### config.mk
export PLATFORM = sky130hd
export DESIGN_NAME = strict_priority_class_queues
export DESIGN_NICKNAME = d
export VERILOG_FILES = /design/src/hw/rtl/spcq_pkg.sv /design/src/hw/rtl/strict_priority_class_queues.sv
export SDC_FILE = /design/constraint.sdc
export NUM_CORES = 2
export LEC_CHECK = 0
export ABC_AREA = 1
export BUFFER_PORTS_ARGS = -buffer_cell sky130_fd_sc_hd__buf_2
export CORE_MARGIN = 1.5
export CORE_UTILIZATION = 45
export CTS_BUF_LIST = sky130_fd_sc_hd__clkbuf_4
export DETAILED_ROUTE_END_ITERATION = 8
export SYNTH_ARGS = -nofsm -noshare
export SYNTH_HDL_FRONTEND = slang
export SYNTH_SLANG_ARGS = --single-unit
### constraint.sdc
create_clock -name i_clk -period 17.1 [get_ports i_clk]
set_input_delay 2.565 -clock i_clk [delete_from_list [all_inputs] [get_ports i_clk]]
set_output_delay 2.565 -clock i_clk [all_outputs]
set_load 0.05 [all_outputs]
### src/hw/rtl/spcq_pkg.sv
package spcq_pkg;

    localparam int QUEUE_DEPTH      = 16;
    localparam int PRIORITY_CLASSES = 5;
    localparam int TICKET_BITS      = 16;

    localparam int NUM_CLASSES  = PRIORITY_CLASSES + 1;
    localparam int COMMON_IDX   = PRIORITY_CLASSES;
    localparam int PTR_W        = (QUEUE_DEPTH > 1) ? $clog2(QUEUE_DEPTH) : 1;
    localparam int CNT_W        = $clog2(QUEUE_DEPTH + 1);
    localparam int QIDX_W       = (NUM_CLASSES > 1) ? $clog2(NUM_CLASSES) : 1;

    localparam int OPCODE_W     = 2;
    localparam int CLASS_IN_W   = 4;
    localparam int CLASS_OUT_W  = 3;
    localparam int STATUS_W     = 2;
    localparam int SVC_W        = 4;
    localparam int DOC_W        = 3;
    localparam int TAG_W        = 16;
    localparam int TICKET_OUT_W = 16;

    typedef enum logic [OPCODE_W-1:0] {
        OP_ENQUEUE    = 2'd0,
        OP_DEQ_PRIO   = 2'd1,
        OP_DEQ_COMMON = 2'd2,
        OP_CLEAR      = 2'd3
    } t_opcode;

    typedef enum logic [STATUS_W-1:0] {
        ST_DONE  = 2'd0,
        ST_EMPTY = 2'd1,
        ST_FULL  = 2'd2
    } t_status;

    typedef struct packed {
        logic [TICKET_BITS-1:0] tkt;
        logic [SVC_W-1:0]       svc;
        logic [DOC_W-1:0]       doc;
        logic [TAG_W-1:0]       tag;
    } t_entry;

    // Between the decode stage and the result register
    typedef struct packed {
        t_status                status;
        logic [CLASS_OUT_W-1:0] cls;
        logic [TICKET_BITS-1:0] tkt;
        logic                   pop;
    } t_stage;

endpackage

### src/hw/rtl/strict_priority_class_queues.sv
// Strict-priority queue set: five priority classes and one common class, each a FIFO
// of QUEUE_DEPTH entries held in one on-chip entry memory.
// Input channel (i_valid / o_ready) carries one operation per transaction: enqueue,
// dequeue by priority, dequeue from the common class only, or clear all.
// Output channel (o_valid / i_ready) returns exactly one result per operation:
// status, class, ticket and, for a pop, the stored service time, doctor code and tag.
// The accepting edge updates counts and pointers and performs the memory write or head
// read; the result register takes the registered read data as the decode stage moves on.
// Throughput is one operation per cycle while results are taken; the entry memory has
// one write and one read port, and each operation uses at most one of them.
// A stalled receiver holds the result register; one more operation can wait in the
// decode stage, after which o_ready drops until the result is taken.
// Reset (synchronous, active low) empties every class and drops pending results.
// Memory contents are not cleared; an entry is read only after it has been written.
module strict_priority_class_queues
    import spcq_pkg::*;
(
    input  logic                   i_clk,
    input  logic                   i_rst_n,
    input  logic                   i_valid,
    output logic                   o_ready,
    input  logic [OPCODE_W-1:0]    i_opcode,
    input  logic [CLASS_IN_W-1:0]  i_queue_class,
    input  logic [SVC_W-1:0]       i_service_time,
    input  logic [DOC_W-1:0]       i_doctor_code,
    input  logic [TAG_W-1:0]       i_record_tag,
    output logic                   o_valid,
    input  logic                   i_ready,
    output logic [STATUS_W-1:0]    o_op_status,
    output logic [CLASS_OUT_W-1:0] o_served_class,
    output logic [TICKET_OUT_W-1:0] o_ticket,
    output logic [SVC_W-1:0]       o_out_service_time,
    output logic [DOC_W-1:0]       o_out_doctor_code,
    output logic [TAG_W-1:0]       o_out_record_tag
);

    localparam logic [TICKET_BITS-1:0] TKT_ONE = TICKET_BITS'(1);
    localparam logic [TICKET_BITS-1:0] TKT_MAX = {TICKET_BITS{1'b1}};
    localparam logic [CNT_W-1:0]       CNT_FULL = CNT_W'(QUEUE_DEPTH);
    localparam logic [PTR_W-1:0]       PTR_LAST = PTR_W'(QUEUE_DEPTH - 1);

    // Queue state
    logic [CNT_W-1:0]       r_count [NUM_CLASSES];
    logic [PTR_W-1:0]       r_head  [NUM_CLASSES];
    logic [PTR_W-1:0]       r_tail  [NUM_CLASSES];
    logic [TICKET_BITS-1:0] r_last  [NUM_CLASSES];
    logic [CNT_W-1:0]       n_count [NUM_CLASSES];
    logic [PTR_W-1:0]       n_head  [NUM_CLASSES];
    logic [PTR_W-1:0]       n_tail  [NUM_CLASSES];
    logic [TICKET_BITS-1:0] n_last  [NUM_CLASSES];

    t_entry                 r_mem [NUM_CLASSES][QUEUE_DEPTH];
    t_entry                 r_rd_data;

    logic                   r_s1_valid;
    t_stage                 r_s1;
    t_stage                 n_s1;

    logic                   r_o_valid;
    logic [STATUS_W-1:0]    r_status;
    logic [CLASS_OUT_W-1:0] r_cls;
    logic [TICKET_BITS-1:0] r_tkt;
    logic [SVC_W-1:0]       r_svc;
    logic [DOC_W-1:0]       r_doc;
    logic [TAG_W-1:0]       r_tag;

    logic                   w_in_acc;
    logic                   w_s1_move;
    logic                   w_wr_en;
    logic                   w_rd_en;
    logic [QIDX_W-1:0]      w_enq_q;
    logic [QIDX_W-1:0]      w_pop_q;
    logic [QIDX_W-1:0]      w_pick_q;
    logic                   w_pick_found;
    logic [TICKET_BITS-1:0] w_new_tkt;
    t_entry                 w_wr_entry;

    assign w_s1_move = r_s1_valid && (!r_o_valid || i_ready);
    assign o_ready   = !r_s1_valid || w_s1_move;
    assign w_in_acc  = i_valid && o_ready;

    // Lowest-numbered non-empty class
    always_comb begin
        w_pick_q     = QIDX_W'(0);
        w_pick_found = 1'b0;
        for (int i = NUM_CLASSES - 1; i >= 0; i--) begin
            if (r_count[i] != '0) begin
                w_pick_q     = QIDX_W'(i);
                w_pick_found = 1'b1;
            end
        end
    end

    always_comb begin
        if (i_queue_class >= CLASS_IN_W'(1) &&
            i_queue_class <= CLASS_IN_W'(PRIORITY_CLASSES)) begin
            w_enq_q = QIDX_W'(i_queue_class - CLASS_IN_W'(1));
        end else begin
            w_enq_q = QIDX_W'(COMMON_IDX);
        end
    end

    always_comb begin
        if (r_count[w_enq_q] == '0 || r_last[w_enq_q] == TKT_MAX) begin
            w_new_tkt = TKT_ONE;
        end else begin
            w_new_tkt = r_last[w_enq_q] + TKT_ONE;
        end
    end

    assign w_wr_entry = '{tkt: w_new_tkt, svc: i_service_time,
                          doc: i_doctor_code, tag: i_record_tag};

    always_comb begin
        n_count = r_count;
        n_head  = r_head;
        n_tail  = r_tail;
        n_last  = r_last;
        n_s1    = '{status: ST_DONE, cls: '0, tkt: '0, pop: 1'b0};
        w_wr_en = 1'b0;
        w_rd_en = 1'b0;
        w_pop_q = w_pick_q;

        unique case (t_opcode'(i_opcode)) inside
            OP_ENQUEUE: begin
                if (r_count[w_enq_q] == CNT_FULL) begin
                    n_s1.status = ST_FULL;
                end else begin
                    w_wr_en          = 1'b1;
                    n_tail[w_enq_q]  = (r_tail[w_enq_q] == PTR_LAST) ? '0
                                       : r_tail[w_enq_q] + PTR_W'(1);
                    n_count[w_enq_q] = r_count[w_enq_q] + CNT_W'(1);
                    n_last[w_enq_q]  = w_new_tkt;
                    n_s1.cls         = CLASS_OUT_W'(w_enq_q) + CLASS_OUT_W'(1);
                    n_s1.tkt         = w_new_tkt;
                end
            end
            OP_DEQ_PRIO, OP_DEQ_COMMON: begin
                if (t_opcode'(i_opcode) == OP_DEQ_COMMON) begin
                    w_pop_q = QIDX_W'(COMMON_IDX);
                end
                if (r_count[w_pop_q] == '0) begin
                    n_s1.status = ST_EMPTY;
                end else begin
                    w_rd_en          = 1'b1;
                    n_head[w_pop_q]  = (r_head[w_pop_q] == PTR_LAST) ? '0
                                       : r_head[w_pop_q] + PTR_W'(1);
                    n_count[w_pop_q] = r_count[w_pop_q] - CNT_W'(1);
                    n_s1.cls         = CLASS_OUT_W'(w_pop_q) + CLASS_OUT_W'(1);
                    n_s1.pop         = 1'b1;
                end
            end
            OP_CLEAR: begin
                for (int i = 0; i < NUM_CLASSES; i++) begin
                    n_count[i] = '0;
                    n_head[i]  = '0;
                    n_tail[i]  = '0;
                    n_last[i]  = '0;
                end
            end
            default: begin
                n_s1 = '{status: ST_DONE, cls: '0, tkt: '0, pop: 1'b0};
            end
        endcase
    end

    always_ff @(posedge i_clk) begin
        if (!i_rst_n) begin
            for (int i = 0; i < NUM_CLASSES; i++) begin
                r_count[i] <= '0;
                r_head[i]  <= '0;
                r_tail[i]  <= '0;
                r_last[i]  <= '0;
            end
        end else if (w_in_acc) begin
            r_count <= n_count;
            r_head  <= n_head;
            r_tail  <= n_tail;
            r_last  <= n_last;
        end
    end

    // Entry memory: one write port at the tail, one registered read port at the head
    always_ff @(posedge i_clk) begin
        if (w_in_acc && w_wr_en) begin
            r_mem[w_enq_q][r_tail[w_enq_q]] <= w_wr_entry;
        end
        if (w_in_acc && w_rd_en) begin
            r_rd_data <= r_mem[w_pop_q][r_head[w_pop_q]];
        end
    end

    always_ff @(posedge i_clk) begin
        if (!i_rst_n) begin
            r_s1_valid <= 1'b0;
        end else if (w_in_acc) begin
            r_s1_valid <= 1'b1;
        end else if (w_s1_move) begin
            r_s1_valid <= 1'b0;
        end
    end

    always_ff @(posedge i_clk) begin
        if (w_in_acc) begin
            r_s1 <= n_s1;
        end
    end

    always_ff @(posedge i_clk) begin
        if (!i_rst_n) begin
            r_o_valid <= 1'b0;
        end else if (w_s1_move) begin
            r_o_valid <= 1'b1;
        end else if (i_ready) begin
            r_o_valid <= 1'b0;
        end
    end

    always_ff @(posedge i_clk) begin
        if (w_s1_move) begin
            r_status <= r_s1.status;
            r_cls    <= r_s1.cls;
            if (r_s1.pop) begin
                r_tkt <= r_rd_data.tkt;
                r_svc <= r_rd_data.svc;
                r_doc <= r_rd_data.doc;
                r_tag <= r_rd_data.tag;
            end else begin
                r_tkt <= r_s1.tkt;
                r_svc <= '0;
                r_doc <= '0;
                r_tag <= '0;
            end
        end
    end

    assign o_valid            = r_o_valid;
    assign o_op_status        = r_status;
    assign o_served_class     = r_cls;
    assign o_ticket           = TICKET_OUT_W'(r_tkt);
    assign o_out_service_time = r_svc;
    assign o_out_doctor_code  = r_doc;
    assign o_out_record_tag   = r_tag;

`ifndef SYNTHESIS
    for (genvar g = 0; g < NUM_CLASSES; g++) begin : g_chk
        a_count_bound: assert property (@(posedge i_clk) disable iff (!i_rst_n)
            r_count[g] <= CNT_FULL)
            else $error("class count exceeds queue depth");
    end

    a_hold_on_stall: assert property (@(posedge i_clk) disable iff (!i_rst_n)
        (r_s1_valid && r_o_valid && !i_ready) |-> !o_ready)
        else $error("decode stage overwritten while result stalled");

    a_common_empty: assert property (@(posedge i_clk) disable iff (!i_rst_n)
        (w_in_acc && i_opcode == OP_DEQ_COMMON && r_count[COMMON_IDX] == '0)
        |=> (r_s1.status == ST_EMPTY && !r_s1.pop))
        else $error("pop from empty common class not flagged");

    a_clear_all: assert property (@(posedge i_clk) disable iff (!i_rst_n)
        (w_in_acc && i_opcode == OP_CLEAR)
        |=> (r_count[0] == '0 && r_count[COMMON_IDX] == '0 && r_s1.status == ST_DONE))
        else $error("clear left a class non-empty");
`endif

endmodule

Word level (Yosys, flattened, before mapping)
Memory sizes are Yosys's and may differ from the RTL's.
Index checks and enable logic that the tools add are counted.
{"block": "totals", "mem_count": 1, "latch_bits": 0, "word_cells": 182, "output_inout_bits": 46, "ram_bits": 3744, "in_bits": 33, "ff_bits": 281, "romBits": 0}
{"name": "r_mem", "words": 6, "width": 624, "rd": 1, "rd_clocked_by_memory_dff": 0, "write_ports": 1, "line": "strict_priority_class_queues.sv:52", "source": "t_entry r_mem [NUM_CLASSES][QUEUE_DEPTH];"}
{"block": "classes", "bitwise_logic": 6, "n_eq_ne": 9, "shifts": 0, "mul": 0, "magnitude_cmp": 10, "reduce_logical": 32, "n_mux": 76, "n_div": 0, "n_addsub": 8}
{"operator": "2-to-1 mux 624 bit", "n": 1}
{"operator": "one-hot mux 96 bit (2 select lines)", "n": 1}
{"operator": "binary-select mux 39 bit (select 4 bit)", "n": 1}
{"operator": "demux 39 bit (select 4 bit)", "n": 1}
{"operator": "2-to-1 mux 39 bit", "n": 3}
{"operator": "bitwise mux 96 bit", "n": 1}
{"operator": "2-to-1 mux 96 bit", "n": 1}
{"operator": "one-hot mux 24 bit (2 select lines)", "n": 2}
{"operator": "one-hot mux 30 bit (3 select lines)", "n": 1}
{"operator": "2-to-1 mux 16 bit", "n": 5}
{"operator": "bitwise mux 30 bit", "n": 2}
{"operator": "2-to-1 mux 30 bit", "n": 2}
{"operator": "binary-select mux 16 bit (select 3 bit)", "n": 1}
{"operator": "bitwise mux 24 bit", "n": 2}
{"operator": "demux 16 bit (select 3 bit)", "n": 1}
{"operator": "2-to-1 mux 24 bit", "n": 2}
{"operator": "2-to-1 mux 4 bit", "n": 10}
{"operator": "binary-select mux 4 bit (select 3 bit)", "n": 3}
{"operator": "2-to-1 mux 3 bit", "n": 11}
{"operator": "binary-select mux 5 bit (select 3 bit)", "n": 2}
{"operator": "demux 5 bit (select 3 bit)", "n": 2}
{"operator": "2-to-1 mux 5 bit", "n": 6}
{"operator": "nonzero test 5 bit", "n": 6}
{"operator": "demux 4 bit (select 3 bit)", "n": 2}
{"operator": "other kinds (35)", "n": 72}

Longest topological paths before layout
{"block": "logic_depth", "depth_word": 18, "mapped_depth": 25, "ltp_nobuf": 23}

Worst setup path after synthesis
OpenSTA, ideal clock, no wires.
{"block": "synth_timing", "path_kind": "input to register", "startpoint": "input i_queue_class[0]", "endpoint": "memory r_mem[0][100] in the netlist's numbering, enable pin", "required_ps": 16665, "setup_time_ps": 435, "stages": 21, "slack_ps": 9928, "arrival_time_ps": 6737, "path_buffers": 2, "path_cell_list": "inv_2 -> ha_1 -> inv_1 -> nand2_1 -> nand3_4 -> nor2_2 -> nand2_1 -> buf_2 -> buf_1 -> o22ai_1 -> nor2_1 -> nand3_1 -> inv_1 -> ha_1 -> inv_1 -> nor3_1 -> a21oi_2 -> nand2_1 -> nor2_1 -> nand2_1 -> nor2_1"}
{"block": "synth_between", "elab_chain_len": 13, "word_cells_on_any_way": 24, "cone_classes": "add/sub (1); order compare (4); eq/ne (1); mux (13); bitwise (2); reduce/logical (3)"}
{"element": "start: declaration", "line": "strict_priority_class_queues.sv:23", "source": "input logic [CLASS_IN_W-1:0] i_queue_class,"}
{"element": "greater-or-equal comparator 4 x 1 -> 1 bit or <= comparator 4 x 3 -> 1 bit (tied branches)", "line": "strict_priority_class_queues.sv:95, strict_priority_class_queues.sv:96"}
{"element": "logical AND 1 bit", "line": "strict_priority_class_queues.sv:95", "source": "if (i_queue_class >= CLASS_IN_W'(1) &&"}
{"element": "2-to-1 mux 3 bit (*)", "line": "strict_priority_class_queues.sv:95"}
{"element": "NOT 3 -> 4 bit (implied by the code)", "line": "strict_priority_class_queues.sv:126, strict_priority_class_queues.sv:186"}
{"element": "binary-select mux 4 bit (select 3 bit) or binary-select mux 5 bit (select 3 bit) (tied branches)", "line": "strict_priority_class_queues.sv:186, strict_priority_class_queues.sv:126"}
{"element": "2-to-1 mux 4 bit (implied by the code) or 2-to-1 mux 5 bit (tied branches) (2 in series)", "line": "strict_priority_class_queues.sv:186, strict_priority_class_queues.sv:126"}
{"element": "NOT 4 -> 5 bit (implied by the code) or == test 5 bit (tied branches)", "line": "strict_priority_class_queues.sv:186, strict_priority_class_queues.sv:126"}
{"element": "greater-or-equal comparator 5 bit (implied by the code) (tied with other cells)", "line": "strict_priority_class_queues.sv:186", "source": "r_mem[w_enq_q][r_tail[w_enq_q]] <= w_wr_entry;"}
{"element": "logical AND 1 bit (implied by the code) or 2-to-1 mux 1 bit (tied branches)", "line": "strict_priority_class_queues.sv:186, strict_priority_class_queues.sv:124"}
{"element": "2-to-1 mux 39 bit (implied by the code) or logical AND 1 bit (tied branches)", "line": "strict_priority_class_queues.sv:186, strict_priority_class_queues.sv:185"}
{"element": "demux 39 bit (select 4 bit) or 2-to-1 mux 1 bit (tied branches)", "line": "strict_priority_class_queues.sv:186, strict_priority_class_queues.sv:185"}
{"element": "2-to-1 mux 624 bit (implied by the code)", "line": "strict_priority_class_queues.sv:186"}
{"element": "end: declaration", "line": "strict_priority_class_queues.sv:52"}
Mark *: on every way between the ends. The rest lies on a longest branch, timed or not. The select of a mux whose other input is x is not followed.

Final worst setup path
{"block": "layout_timing", "startpoint": "input i_opcode[0]", "endpoint": "register r_rd_data[23] in the netlist's numbering (data pin)"}
{"block": "layout_between", "elab_chain_len": 12, "word_cells_on_any_way": 15, "cone_classes": "eq/ne (2); mux (9); bitwise (2); reduce/logical (1); memory (1)"}
{"element": "start: declaration", "line": "strict_priority_class_queues.sv:22", "source": "input logic [OPCODE_W-1:0] i_opcode,"}
{"element": "== test 2 bit", "line": "strict_priority_class_queues.sv:139", "source": "if (t_opcode'(i_opcode) == OP_DEQ_COMMON) begin"}
{"element": "2-to-1 mux 3 bit", "line": "strict_priority_class_queues.sv:139"}
{"element": "2-to-1 mux 3 bit", "line": "strict_priority_class_queues.sv:124", "source": "unique case (t_opcode'(i_opcode)) inside"}
{"element": "2-to-1 mux 3 bit (*)", "line": "strict_priority_class_queues.sv:124"}
{"element": "NOT 3 -> 4 bit (implied by the code)", "line": "strict_priority_class_queues.sv:189", "source": "r_rd_data <= r_mem[w_pop_q][r_head[w_pop_q]];"}
{"element": "binary-select mux 4 bit (select 3 bit)", "line": "strict_priority_class_queues.sv:189"}
{"element": "2-to-1 mux 4 bit (implied by the code) (2 in series)", "line": "strict_priority_class_queues.sv:189"}
{"element": "NOT 4 -> 5 bit (implied by the code)", "line": "strict_priority_class_queues.sv:189"}
{"element": "binary-select mux 39 bit (select 4 bit) (*)", "line": "strict_priority_class_queues.sv:189"}
{"element": "2-to-1 mux 39 bit (implied by the code) (*) (2 in series)", "line": "strict_priority_class_queues.sv:189"}
{"element": "end signal: assignment", "line": "strict_priority_class_queues.sv:189"}
{"element": "end: declaration", "line": "strict_priority_class_queues.sv:53", "source": "t_entry r_rd_data;"}
Marks and branches as above.
A chain may end at the register's enable or synchronous reset.

==> flow_summary_export.csv <==
group,metric,value,unit
yosys,synth_most_common_cell,"edfxtp_1",
clocking,cts_tree,"yes",
outcome,status,"completed",
yosys,synth.avg_cell_area,11.4,um2
drt,via_count,120369,
cells_and_area,nets,15493,
worst_setup_path,cp.arrival,9040,ps
cells_and_area,fin_cells,21124,
place,placed_cells,19308,
clocking,path_clk_slew,60,ps
clocking,cts_sinks,4025,
die,ios,79,
yosys,yosys_warnings,0,
yosys,syn-num-nets,14970,
yosys,synth_common_cells,"edfxtp_1 (3849), nand2_1 (3298), nand3_1 (2171)",
die,die_y,618,um
yosys,synth_top_area_frac,0.679,
drt,first_pass_iters,6,
drt,final_antenna_net_count,0,
place,portBuffers,78,
clocking,cts-root-buf,"clkbuf_4",
place,gp_congestion,0.874,
sta,finalCriticalPeriod,7540,ps
global_route,grt_overflow,0,
yosys,synth_area,0.170,mm2
sta,finClkSkew,129,ps
cells_and_area,area_growth,11.3,%
sta,maxSlewHeadroom,0.164,
worst_setup_path,end_kind,"flip-flop",
sta,final_max_slew_viol_count,0,
global_route,grt_first_pass_wirelength,781000,um
yosys,netlist_top_cells_area,"edfxtp_1 (68%), nand2_1 (7.3%), nand3_1 (6.4%)",
sta,finalHoldViolations,0,
drt,drcViolationCount,0,
clocking,cts_hold_buf,0,
yosys,synthCells,14920,
power_and_ir_drop,ir_worst_vdd,0.000204,V
place,place_area,0.176,mm2
worst_setup_path,crit_chain,"buf_2 > inv_1 > ha_1 > nand2_4 > nand2_8 > inv_8 > o21ai_0 > o21ai_1 > nand2_1 > nand2_4 > clkinv_2 > buf_4 > nand3_1 > nand3_1 > nand2_1",
clocking,htreeDepth,7,
sta,tns,0,ps
clocking,cts_made_buffers,1127,
global_route,grtUsageTotal,0.279,
die,placementRows,225,
cells_and_area,final_area,0.189,mm2
sta,worst_pin_slew,1250,ps
worst_setup_path,cp_top_family,"simple AND/OR/NAND/NOR gates",
worst_setup_path,path_max_fanout,73,
yosys,synth_cell_types,46,
global_route,grt_max_degree,180,
worst_hold_path,hold_class,"flip-flop to flip-flop",
clocking,cts_setup_buffers,0,
power_and_ir_drop,leakagePower,71.1,nW
worst_setup_path,cp_slowest_stage_delay,1030,ps
clocking,clk_latency,1720,ps
sta,max_freq,133,MHz
clocking,post_cts_resized,0,
worst_setup_path,crit_path_start_kind,"input pin",
drt,drtIter0Drc,13653,
global_route,first_global_vias,116224,
power_and_ir_drop,p_per_area,177,mW/mm2
die,core_area,0.376,mm2
clocking,clockBufferDepth,5,
yosys,seq_area_frac_synth,0.700,
cells_and_area,layout-drive-gt1-share,0.169,
die,die_area,0.382,mm2
yosys,synth-main-ff-cell,"edfxtp_1",
sta,rsz0062_at_grt,"false",
sta,period_share,0.441,
worst_setup_path,crit_slowest_cell,"clkinv_2",
drt,wire_per_inst,25.5,um
global_route,antenna_found_initial,32,
worst_setup_path,cp.required,18600,ps
drt,drt-total-wl,539000,um
drt,routed_via_density,5.70,
yosys,synth_seq_cells,4025,
yosys,synth_top_area_cell,"edfxtp_1",
worst_setup_path,path_class,"input pin to flip-flop",
sta,setup_viol_count_final,0,
worst_setup_path,critical_path_buf_inv_count,5,
yosys,async_reset_ff_frac,0,
die,initial_core_util,0.453,
die,die_x,618,um
place,dp.final_hpwl,280000,um
yosys,synth_enable_flop_cells,3849,
power_and_ir_drop,p_total,33.5,mW
flow_run,cap_violations,0,
## per-layer routing
| layer | global-route usage | up-vias | part of all wire |
|---|---|---|---|
| met5 | 0 | - | 0.000078 |
| met4 | 0.123 | 4 | 0.036 |
| met3 | 0.0540 | 979 | 0.092 |
| met2 | 0.439 | 6119 | 0.46 |
| met1 | 0.378 | 59489 | 0.41 |
| li1 | - | 53778 | - |
## cell type report
class                           count  area, um2
Multi-Input combinational cell   8847      43700
Clock inverter                    144       1040
Clock buffer                     1637      12300
Antenna cell                       35       87.6
Sequential cell                  4025     119000
Tap cell                         4994       6250
Inverter                         1085       4110
Timing Repair Buffer              357       2790
Fill cell                       33472     187000
## registers in the layout, summed over array words and instances, names as in the netlist
register and cells:
o_served_class 3, o_out_record_tag 16, o_ticket 16, o_out_doctor_code 3, r_tail 24, o_op_status 2
r_mem 3744, r_last 96, r_s1 22, o_valid 1, o_out_service_time 4, r_count 30
r_head 24, r_s1_valid 1, r_rd_data 39
## worst paths after layout
| path | slack [ps] | cells past startpoint | from | end |
|---|---|---|---|---|
| worst max-delay path | 9560 | 15 | i_opcode[0] | r_rd_data[23] |
| worst min-delay path | 420 | 0 | r_s1[21] | o_op_status[1] |
| worst max register to register | 9640 | 18 | r_count[11] | r_rd_data[23] |
| worst min register to register | 420 | 0 | r_s1[21] | o_op_status[1] |
## where the power goes
group	internal (mW)	switching [mW]	leakage, nW
registers	11.2	0.208	36.3
logic	3.34	10.3	26.7
clock network	4.60	3.91	8.06
total	19.1	14.4	71.1
## logic make-up (layout without fill, tap and decap cells)
group                    after synthesis  in the layout  share of synthesized area
AO/OA/AOI/OAI                       1675           1675                     0.0547
XOR/XNOR                               9              9                   0.000463
adder cells (fa/ha/maj)               17             17                    0.00125
buffers and inverters               2048           3223                     0.0486
flip-flops                          4025           4025                      0.700
multiplexers                          17             17                    0.00112
other                                  0             35                          0
AND/OR/NAND/NOR                     7129           7129                      0.194
## stage by stage
| stage | util | setup WS, ps | hold slack, ps |
|---|---|---|---|
| 5_1_grt | 0.504 | 9510 | 427 |
| 6_report | 0.504 | 9560 | 419 |
| 3_5_place_dp | 0.468 | 8190 | 405 |
| 4_1_cts | 0.503 | 10030 | 420 |
| 3_3_place_gp | 0.468 | 8160 | 407 |
| 2_1_floorplan | - | 9930 | 400 |
## layout by cell type, fill, tap and decap left out, drive strengths merged, types with 35 or more instances in the layout
master / n
edfxtp: 3849
nand2: 3311
nand3: 2183
clkbuf: 1637
inv: 1096
o21ai: 1062
nor2: 592
nand3b: 512
or2: 469
buf: 357
o211ai: 319
a21oi: 211
dfxtp: 176
clkinv: 115
o22ai: 77
nand4: 37
diode: 35
Note: power is estimated with default switching activity, not from simulation.
